### config.mk
export PLATFORM = sky130hd
export DESIGN_NAME = serial_command_frame_receiver_flat
export DESIGN_NICKNAME = d
export VERILOG_FILES = /design/src/rtl/core/scfr_pkg.sv /design/src/rtl/core/scfr_if.sv /design/src/rtl/core/scfr_front.sv /design/src/rtl/core/scfr_queue.sv /design/src/rtl/core/scfr_back.sv /design/src/rtl/core/serial_command_frame_receiver.sv /design/src/flat_wrapper.sv
export SDC_FILE = /design/constraint.sdc
export NUM_CORES = 2
export LEC_CHECK = 0
export ABC_AREA = 1
export ABC_CLOCK_PERIOD_IN_PS = 5930
export BUFFER_PORTS_ARGS = -buffer_cell sky130_fd_sc_hd__buf_2
export CAP_MARGIN = 20
export CORE_UTILIZATION = 60
export DETAILED_ROUTE_END_ITERATION = 10
export PLACE_DENSITY = 0.79
export SKIP_LAST_GASP = 1
export SLEW_MARGIN = 20
export SYNTH_ARGS = -nofsm -noshare
export SYNTH_HDL_FRONTEND = slang
export SYNTH_SLANG_ARGS = --single-unit
### constraint.sdc
create_clock -name clk -period 5.93 [get_ports clk]
set_input_delay 0.8895 -clock clk [delete_from_list [all_inputs] [get_ports clk]]
set_output_delay 0.8895 -clock clk [all_outputs]
set_load 0.005 [all_outputs]
### src/rtl/core/scfr_pkg.sv
// Shared types and constants of the serial command frame receiver.
package scfr_pkg;

    localparam logic [7:0] KEY_FIRST   = 8'h24;
    localparam logic [7:0] KEY_SECOND  = 8'h40;
    localparam logic [3:0] OWN_ADDR_RST  = 4'd1;
    localparam logic [6:0] LEN_LIMIT_RST = 7'd79;

    localparam int QUEUE_DEPTH = 2;
    localparam int QPTR_W      = 1;
    localparam int QCNT_W      = 2;

    typedef enum logic [1:0] {
        CMD_BYTE    = 2'd0,
        CMD_READ    = 2'd1,
        CMD_RELEASE = 2'd2,
        CMD_NOP     = 2'd3
    } cmd_t;

    typedef enum logic [2:0] {
        EV_NONE    = 3'd0,
        EV_ACCEPT  = 3'd1,
        EV_BADSUM  = 3'd2,
        EV_IGNORED = 3'd3,
        EV_REJECT  = 3'd4
    } event_t;

    typedef enum logic [2:0] {
        ST_HUNT   = 3'd0,
        ST_SECOND = 3'd1,
        ST_ADDR   = 3'd2,
        ST_LEN    = 3'd3,
        ST_DATA   = 3'd4,
        ST_SUM    = 3'd5
    } stage_t;

    typedef enum logic {
        REG_OWN_ADDR  = 1'b0,
        REG_LEN_LIMIT = 1'b1
    } reg_idx_t;

    typedef struct packed {
        cmd_t       cmd;
        logic [7:0] rx_byte;
        logic [6:0] read_index;
        logic       key_first;
        logic       key_second;
    } item_t;

endpackage

### src/rtl/core/scfr_if.sv
// Request and result channel interfaces of the frame receiver.
interface scfr_req_if;
    logic       valid;
    logic       ready;
    logic [1:0] opcode;
    logic [7:0] rx_byte;
    logic [6:0] read_index;

    modport source (output valid, output opcode, output rx_byte, output read_index,
                    input ready);
    modport sink (input valid, input opcode, input rx_byte, input read_index,
                  output ready);
endinterface

interface scfr_rsp_if;
    logic       valid;
    logic       ready;
    logic [2:0] event_res;
    logic       frame_held;
    logic [6:0] payload_len;
    logic [7:0] read_data;

    modport source (output valid, output event_res, output frame_held,
                    output payload_len, output read_data, input ready);
    modport sink (input valid, input event_res, input frame_held,
                  input payload_len, input read_data, output ready);
endinterface

### src/rtl/core/scfr_front.sv
// Front end: accept requests and classify opcode and byte.
module scfr_front (
    scfr_req_if.sink          req,
    input  logic              full,
    output logic              push,
    output scfr_pkg::item_t   item
);
    import scfr_pkg::*;

    assign req.ready = ~full;
    assign push      = req.valid & ~full;

    always_comb
    begin
        item.cmd        = cmd_t'(req.opcode);
        item.rx_byte    = req.rx_byte;
        item.read_index = req.read_index;
        item.key_first  = (req.rx_byte == KEY_FIRST);
        item.key_second = (req.rx_byte == KEY_SECOND);
    end

endmodule

### src/rtl/core/scfr_queue.sv
// Short queue between the front end and the frame engine.
module scfr_queue (
    input  logic              clk,
    input  logic              rst_n,
    input  logic              push,
    input  scfr_pkg::item_t   push_item,
    output logic              full,
    input  logic              pop,
    output logic              q_valid,
    output scfr_pkg::item_t   q_item
);
    import scfr_pkg::*;

    item_t              slot_reg [QUEUE_DEPTH];
    logic [QPTR_W-1:0]  wr_ptr_reg;
    logic [QPTR_W-1:0]  wr_ptr_next;
    logic [QPTR_W-1:0]  rd_ptr_reg;
    logic [QPTR_W-1:0]  rd_ptr_next;
    logic [QCNT_W-1:0]  count_reg;
    logic [QCNT_W-1:0]  count_next;

    assign full    = (count_reg == QCNT_W'(QUEUE_DEPTH));
    assign q_valid = (count_reg != '0);
    assign q_item  = slot_reg[rd_ptr_reg];

    always_comb
    begin
        wr_ptr_next = push ? wr_ptr_reg + 1'b1 : wr_ptr_reg;
        rd_ptr_next = pop ? rd_ptr_reg + 1'b1 : rd_ptr_reg;
        count_next  = count_reg + QCNT_W'(push) - QCNT_W'(pop);
    end

    always_ff @(posedge clk or negedge rst_n)
    begin
        if (!rst_n)
        begin
            wr_ptr_reg <= '0;
            rd_ptr_reg <= '0;
            count_reg  <= '0;
        end
        else
        begin
            wr_ptr_reg <= wr_ptr_next;
            rd_ptr_reg <= rd_ptr_next;
            count_reg  <= count_next;
        end
    end

    always_ff @(posedge clk)
    begin
        if (push)
        begin
            slot_reg[wr_ptr_reg] <= push_item;
        end
    end

endmodule

### src/rtl/core/scfr_back.sv
// Frame engine: hunt, check and hold frames, store and read payload.
module scfr_back #(
    parameter int BUFFER_DEPTH = 128
) (
    input  logic              clk,
    input  logic              rst_n,
    input  logic [3:0]        own_address,
    input  logic [6:0]        length_limit,
    input  logic              q_valid,
    input  scfr_pkg::item_t   q_item,
    output logic              pop,
    scfr_rsp_if.source        rsp
);
    import scfr_pkg::*;

    localparam int         IDX_W   = $clog2(BUFFER_DEPTH);
    localparam logic [8:0] DEPTH_L = 9'(BUFFER_DEPTH);

    logic [7:0] mem [BUFFER_DEPTH];

    stage_t     stage_reg;
    stage_t     stage_next;
    logic [7:0] sum_reg;
    logic [7:0] sum_next;
    logic [6:0] exp_len_reg;
    logic [6:0] exp_len_next;
    logic [6:0] count_reg;
    logic [6:0] count_next;
    logic       held_reg;
    logic       held_next;
    event_t     ev;
    logic       wr_en;
    logic       rd_en;
    logic [8:0] wr_ext;
    logic [8:0] rd_ext;

    logic       out_valid_reg;
    event_t     out_event_reg;
    logic       out_held_reg;
    logic [6:0] out_len_reg;
    logic [7:0] out_data_reg;

    assign pop    = q_valid & (~out_valid_reg | rsp.ready);
    assign wr_ext = 9'(count_reg);
    assign rd_ext = 9'(q_item.read_index);
    assign rd_en  = (q_item.cmd == CMD_READ) && (rd_ext < DEPTH_L);

    always_comb
    begin
        stage_next   = stage_reg;
        sum_next     = sum_reg;
        exp_len_next = exp_len_reg;
        count_next   = count_reg;
        held_next    = held_reg;
        ev           = EV_NONE;
        wr_en        = 1'b0;
        unique case (q_item.cmd)
            CMD_BYTE:
            begin
                if (held_reg)
                begin
                    ev = EV_IGNORED;
                end
                else
                begin
                    unique case (stage_reg)
                        ST_SECOND:
                        begin
                            if (q_item.key_second)
                            begin
                                sum_next   = sum_reg + q_item.rx_byte;
                                stage_next = ST_ADDR;
                            end
                            else
                            begin
                                stage_next = ST_HUNT;
                                ev         = EV_REJECT;
                            end
                        end
                        ST_ADDR:
                        begin
                            if (q_item.rx_byte[3:0] == own_address)
                            begin
                                sum_next   = sum_reg + q_item.rx_byte;
                                stage_next = ST_LEN;
                            end
                            else
                            begin
                                stage_next = ST_HUNT;
                                ev         = EV_REJECT;
                            end
                        end
                        ST_LEN:
                        begin
                            if (q_item.rx_byte <= {1'b0, length_limit})
                            begin
                                sum_next     = sum_reg + q_item.rx_byte;
                                exp_len_next = q_item.rx_byte[6:0];
                                count_next   = '0;
                                stage_next   = (q_item.rx_byte[6:0] == '0) ? ST_SUM : ST_DATA;
                            end
                            else
                            begin
                                stage_next = ST_HUNT;
                                ev         = EV_REJECT;
                            end
                        end
                        ST_DATA:
                        begin
                            sum_next   = sum_reg + q_item.rx_byte;
                            wr_en      = (wr_ext < DEPTH_L);
                            count_next = count_reg + 7'd1;
                            if (count_next == exp_len_reg)
                            begin
                                stage_next = ST_SUM;
                            end
                        end
                        ST_SUM:
                        begin
                            if (sum_reg == q_item.rx_byte)
                            begin
                                held_next = 1'b1;
                                ev        = EV_ACCEPT;
                            end
                            else
                            begin
                                ev = EV_BADSUM;
                            end
                            stage_next = ST_HUNT;
                        end
                        default:
                        begin
                            if (q_item.key_first)
                            begin
                                sum_next   = q_item.rx_byte;
                                stage_next = ST_SECOND;
                            end
                            else
                            begin
                                stage_next = ST_HUNT;
                            end
                        end
                    endcase
                end
            end
            CMD_RELEASE:
            begin
                held_next = 1'b0;
            end
            CMD_READ, CMD_NOP:
            begin
                ev = EV_NONE;
            end
        endcase
    end

    always_ff @(posedge clk or negedge rst_n)
    begin
        if (!rst_n)
        begin
            stage_reg     <= ST_HUNT;
            sum_reg       <= '0;
            exp_len_reg   <= '0;
            count_reg     <= '0;
            held_reg      <= 1'b0;
            out_valid_reg <= 1'b0;
        end
        else
        begin
            if (pop)
            begin
                stage_reg   <= stage_next;
                sum_reg     <= sum_next;
                exp_len_reg <= exp_len_next;
                count_reg   <= count_next;
                held_reg    <= held_next;
            end
            if (pop)
            begin
                out_valid_reg <= 1'b1;
            end
            else if (rsp.ready)
            begin
                out_valid_reg <= 1'b0;
            end
        end
    end

    always_ff @(posedge clk)
    begin
        if (pop && wr_en)
        begin
            mem[wr_ext[IDX_W-1:0]] <= q_item.rx_byte;
        end
        if (pop)
        begin
            out_event_reg <= ev;
            out_held_reg  <= held_next;
            out_len_reg   <= exp_len_next;
            out_data_reg  <= rd_en ? mem[rd_ext[IDX_W-1:0]] : 8'd0;
        end
    end

    assign rsp.valid        = out_valid_reg;
    assign rsp.event_res    = out_event_reg;
    assign rsp.frame_held   = out_held_reg;
    assign rsp.payload_len  = out_len_reg;
    assign rsp.read_data    = out_data_reg;

endmodule

### src/rtl/core/serial_command_frame_receiver.sv
// Top level of the serial command frame receiver.
//
// req carries one request per valid/ready handshake: opcode 0 feeds a
// received byte, 1 reads a stored payload byte, 2 releases a held frame.
// rsp returns exactly one result per request, in order: event code, held
// flag, current frame length and read data.
// Frames are '$', '@', address, length, payload, 8-bit additive checksum.
// A request is classified on entry and waits in a two-entry queue; the
// frame engine takes one request per cycle into its result register
// while rsp is not stalled. A request is registered in the queue slot and
// then in the result register before its result is valid on rsp.
// A stalled rsp holds the result; req keeps accepting until the queue is
// full, then ready drops until rsp drains.
// The APB port holds own_address at 0x0 and length_limit at 0x4; write
// them only while no request is in flight.
// Reset returns the engine to hunting, clears the held flag and loads
// own_address 1 and length_limit 79; the payload store is not cleared.
module serial_command_frame_receiver #(
    parameter int BUFFER_DEPTH = 128
) (
    input  logic        clk,
    input  logic        rst_n,
    scfr_req_if.sink    req,
    scfr_rsp_if.source  rsp,
    input  logic        psel,
    input  logic        penable,
    input  logic        pwrite,
    input  logic [2:0]  paddr,
    input  logic [31:0] pwdata,
    output logic [31:0] prdata,
    output logic        pready
);
    import scfr_pkg::*;

    logic [3:0] own_addr_reg;
    logic [6:0] len_limit_reg;
    logic       cfg_wr;
    reg_idx_t   cfg_idx;
    logic       full;
    logic       push;
    item_t      push_item;
    logic       pop;
    logic       q_valid;
    item_t      q_item;

    assign pready  = 1'b1;
    assign cfg_wr  = psel & penable & pwrite;
    assign cfg_idx = reg_idx_t'(paddr[2]);

    always_ff @(posedge clk or negedge rst_n)
    begin
        if (!rst_n)
        begin
            own_addr_reg  <= OWN_ADDR_RST;
            len_limit_reg <= LEN_LIMIT_RST;
        end
        else if (cfg_wr)
        begin
            unique case (cfg_idx)
                REG_OWN_ADDR:  own_addr_reg  <= pwdata[3:0];
                REG_LEN_LIMIT: len_limit_reg <= pwdata[6:0];
            endcase
        end
    end

    always_comb
    begin
        unique case (cfg_idx)
            REG_OWN_ADDR:  prdata = 32'(own_addr_reg);
            REG_LEN_LIMIT: prdata = 32'(len_limit_reg);
        endcase
    end

    scfr_front u_front (
        .req  (req),
        .full (full),
        .push (push),
        .item (push_item)
    );

    scfr_queue u_queue (
        .clk       (clk),
        .rst_n     (rst_n),
        .push      (push),
        .push_item (push_item),
        .full      (full),
        .pop       (pop),
        .q_valid   (q_valid),
        .q_item    (q_item)
    );

    scfr_back #(
        .BUFFER_DEPTH (BUFFER_DEPTH)
    ) u_back (
        .clk          (clk),
        .rst_n        (rst_n),
        .own_address  (own_addr_reg),
        .length_limit (len_limit_reg),
        .q_valid      (q_valid),
        .q_item       (q_item),
        .pop          (pop),
        .rsp          (rsp)
    );

endmodule
### src/flat_wrapper.sv
// flat-port wrapper written by rule: the top's interface ports become plain ports
module serial_command_frame_receiver_flat import scfr_pkg::*;
#(
    parameter int BUFFER_DEPTH = 128
)
  (clk, rst_n, psel, penable, pwrite, paddr, pwdata, prdata, pready, req_valid, req_opcode, req_rx_byte, req_read_index, req_ready, rsp_valid, rsp_event_res, rsp_frame_held, rsp_payload_len, rsp_read_data, rsp_ready);
  scfr_req_if req_i ();
  scfr_rsp_if rsp_i ();
  input  logic clk;
  input  logic rst_n;
  input  logic psel;
  input  logic penable;
  input  logic pwrite;
  input  logic [2:0] paddr;
  input  logic [31:0] pwdata;
  output logic [31:0] prdata;
  output logic pready;
  input wire logic [$bits(req_i.valid)-1:0] req_valid;
  input wire logic [$bits(req_i.opcode)-1:0] req_opcode;
  input wire logic [$bits(req_i.rx_byte)-1:0] req_rx_byte;
  input wire logic [$bits(req_i.read_index)-1:0] req_read_index;
  output wire logic [$bits(req_i.ready)-1:0] req_ready;
  output wire logic [$bits(rsp_i.valid)-1:0] rsp_valid;
  output wire logic [$bits(rsp_i.event_res)-1:0] rsp_event_res;
  output wire logic [$bits(rsp_i.frame_held)-1:0] rsp_frame_held;
  output wire logic [$bits(rsp_i.payload_len)-1:0] rsp_payload_len;
  output wire logic [$bits(rsp_i.read_data)-1:0] rsp_read_data;
  input wire logic [$bits(rsp_i.ready)-1:0] rsp_ready;
  assign req_i.valid = req_valid;
  assign req_i.opcode = req_opcode;
  assign req_i.rx_byte = req_rx_byte;
  assign req_i.read_index = req_read_index;
  assign req_ready = req_i.ready;
  assign rsp_valid = rsp_i.valid;
  assign rsp_event_res = rsp_i.event_res;
  assign rsp_frame_held = rsp_i.frame_held;
  assign rsp_payload_len = rsp_i.payload_len;
  assign rsp_read_data = rsp_i.read_data;
  assign rsp_i.ready = rsp_ready;
  serial_command_frame_receiver #(.BUFFER_DEPTH(BUFFER_DEPTH)) u_core (.clk(clk), .rst_n(rst_n), .req(req_i), .rsp(rsp_i), .psel(psel), .penable(penable), .pwrite(pwrite), .paddr(paddr), .pwdata(pwdata), .prdata(prdata), .pready(pready));
endmodule
==> impl_results.md <==
- Largest register FFs: 1024
- Clock tree buffer depth: 3
- Clk_skew: 0.0200 ns
- Maximum VDD drop: 611 uV
- Min cycle time layout: 4.41 ns
- IO buf count: 59
- Drt via density: 5.75
- Startpoint Class: register
- Top-Level Pins: 113
- Root Buffer: clkbuf_16
- Cell mode on critical path: nand3_1
- CP max stage cell: nand2_8
- Area delta synth->final: 9.16%
- RSZ-0062 raised after global routing: false
- Vias in the first global route: 32400
- CP Data Required Time: 6.35 ns
- Core Region: 82000 um2
- Initial Utilization: 0.605
- Post-route antenna net violation count: 0
- Post-Syn Area: 49600 um2
- Family with the most delay on the worst path: simple AND/OR/NAND/NOR gates
- Full die area: 83800 um2
- Num rows: 105
- Worst Path Buf+Inv: 2
- CP Class: reg -> reg
- Setup violations, final: 0
- Crit path max fanout: 121
- Post-Synthesis Cells: 4753
- Met2 Usage GRT: 0.464
- Fin crit share: 0.743
- TritonCTS buffer count: 111
- Yosys top cell area share: 0.655
- Via count: 33800
- WL final: 118000 um
- Drt pass-1 iters: 8
- Final hold viol count: 0
- Worst min-delay path class: in -> async
- Nature of the critical path endpoint: register
- Max Clk Rate: 0.227 GHz
- Crit path DAT: 4.83 ns
- CP peak stage delay: 0.76 ns
- CTS Hold Bufs: 0
- Status: finished, final reports clean
- Clock-pin transition on the worst setup and hold timing paths: 0.06 ns
- Least-Margin Pin Slew: 1.14 ns
- Final setup TNS: 0 ns
- Ant. Diodes: 0
- PwrDens: 499 nW/um2
- GR Util met1: 0.375
- Max Cap Viol: 0
- Clk Latency, worst-skew pair: 0.68 ns
- Met3 global-route usage: 0.0501
- Busiest layer in global routing: met2
- Hold_ws: 0.379 ns
- Mean area per synthesized cell: 10.4 um2
- DIE WIDTH: 289 um
- PostCTS Resize Cnt: 0
- Layout cells sized above 1: 0.0658
- Worst-path cell chain: buf_4 -> nand2_2 -> nand2_8 -> buf_4 -> nand2_1 -> nand3_1 -> nand3_1 -> nand3_1 -> nand3_1 -> nand3_1 -> nand3_1 -> nand2_1 -> nor2_1
- Residual overflow from global routing: 0
- Ranking of synthesized cells by area: edfxtp_1, nand2_1, nand3_1
- Fin nets: 4800
- Clock sinks: 1123
- DRC viols: 0
- Pin count of the biggest net entering global routing: 177
- Final Slew Violations: 0
- H-tree levels: 3
- GP Congestion: 0.911
- Seq/Total Area, Yosys: 0.676
- First-pass GRT wire length: 179000 um
- Leading area contributor after synthesis: edfxtp_1
- Setup bufs post-CTS: 0
- Flops & latches, synth: 1123
- CTS tree: built
- DPL Wire Length: 65900 um
- Initial DRC count: 3995
- Tot GR Track Use: 0.283
- Die Y-Extent: 289 um
- Synth Warn #: 0
- Library cells used by synthesis: 45
- Initial antenna violation count: 0
- WL/cell: 20.1 um
- Lkg Pwr: 22.1 nW
- Slew HR: 0.237
-- cells in the mapped netlist (all sizes together) --
| master | count |
|---|---|
| nor4 | 4 |
| dfrtp | 36 |
| and3 | 1 |
| and2 | 1 |
| nand3b | 9 |
| nor3 | 3 |
| nand3 | 860 |
| nand4 | 9 |
| nor3b | 1 |
| nand2 | 1261 |
| or2 | 11 |
| xor2 | 10 |
| clkbuf | 39 |
| a211oi | 1 |
| o21ai | 68 |
| mux2i | 2 |
| o211ai | 81 |
| inv | 759 |
| ha | 17 |
| nor2 | 237 |
| o22ai | 4 |
| fa | 1 |
| xnor2 | 5 |
| conb | 2 |
| a21oi | 12 |
| buf | 229 |
| edfxtp | 1081 |
| dfstp | 6 |
| o21a | 3 |
-- power by group --
part / total [W] / switching (W) / internal [W] / leakage, nW
clock network: 0.00706 / 0.00292 / 0.00414 / 1.79
logic: 0.00969 / 0.00730 / 0.00239 / 10.0
registers: 0.0103 / 0.000175 / 0.0101 / 10.3
total: 0.0270 / 0.0104 / 0.0166 / 22.1
-- kinds of logic (layout without fill, tap and decap cells) --
family                   count (synthesis)  in the layout  synth area share
AND/OR/NAND/NOR                       2397           2397             0.208
XOR/XNOR                                15             15           0.00265
adder cells (fa/ha/maj)                 18             18           0.00469
other                                    2             26          0.000151
AO/OA/AOI/OAI                          169            169            0.0218
buffers and inverters                 1027           1064            0.0862
multiplexers                             2              2          0.000404
flip-flops                            1123           1123             0.676
-- cell type report --
type	count	area (um2)
tap	1070	1340
clock buffer	146	3020
inverter	759	2850
sequential	1123	33500
timing repair buffer	101	759
fill	5853	27900
clock inverter	58	628
multi-input combinational	2627	12000
-- cell usage in the layout (no fill, tap or decap), types with 6 or more instances in the layout --
master,count
conb_1,26
nor2_1,231
clkinv_2,22
clkbuf_1,26
nand2_1,1246
clkbuf_8,7
nand4_1,6
o21ai_1,14
clkinv_1,18
inv_1,753
bufinv_16,13
buf_12,10
buf_2,59
nand2_4,7
nand3_1,855
nand2_2,6
nand3b_1,9
dfrtp_1,36
clkbuf_16,113
dfstp_2,6
a21oi_1,12
o21ai_0,49
xor2_1,10
o211ai_1,81
edfxtp_1,1081
buf_4,30
or2_2,8
ha_1,17
-- stage by stage --
stage / cells / utilization / power, W / setup slack, ns / instance area, um2
2_1_floorplan: 4777 / - / 0.0168 / 1.87 / 49700
3_3_place_gp: 5679 / 0.615 / 0.0196 / 1.73 / 50400
3_5_place_dp: 5679 / 0.615 / 0.0198 / 1.72 / 50400
4_1_cts: 5883 / 0.660 / 0.0268 / 1.75 / 54100
5_1_grt: 5884 / 0.660 / 0.0281 / 1.38 / 54100
6_report: 5884 / 0.660 / 0.0270 / 1.52 / 54100
-- path summary, 6_finish.rpt --
path	from	to	slack, ns	cells after the start
max in group asynchronous	rst_n	u_core.u_back.count_reg[4]	4.95	1
hold / removal	rst_n	u_core.u_back.sum_reg[7]	0.38	1
hold reg to reg	u_core.len_limit_reg[1]	u_core.len_limit_reg[1]	0.50	2
setup reg to reg	u_core.u_queue.rd_ptr_reg	u_core.u_back.rsp.read_data[3]	1.52	13
setup / recovery	u_core.u_queue.rd_ptr_reg	u_core.u_back.rsp.read_data[3]	1.52	13
min in group clk	req_read_index[5]	u_core.u_queue.slot_reg[1][7]	0.41	1
-- routing by layer --
| layer | wire, um | part of all wire |
|---|---|---|
| met5 | 0 | 0 |
| met4 | 4780 | 0.040 |
| met3 | 12200 | 0.10 |
| met2 | 56300 | 0.48 |
| met1 | 44800 | 0.38 |
No activity file was read; power rests on OpenSTA's default activity.
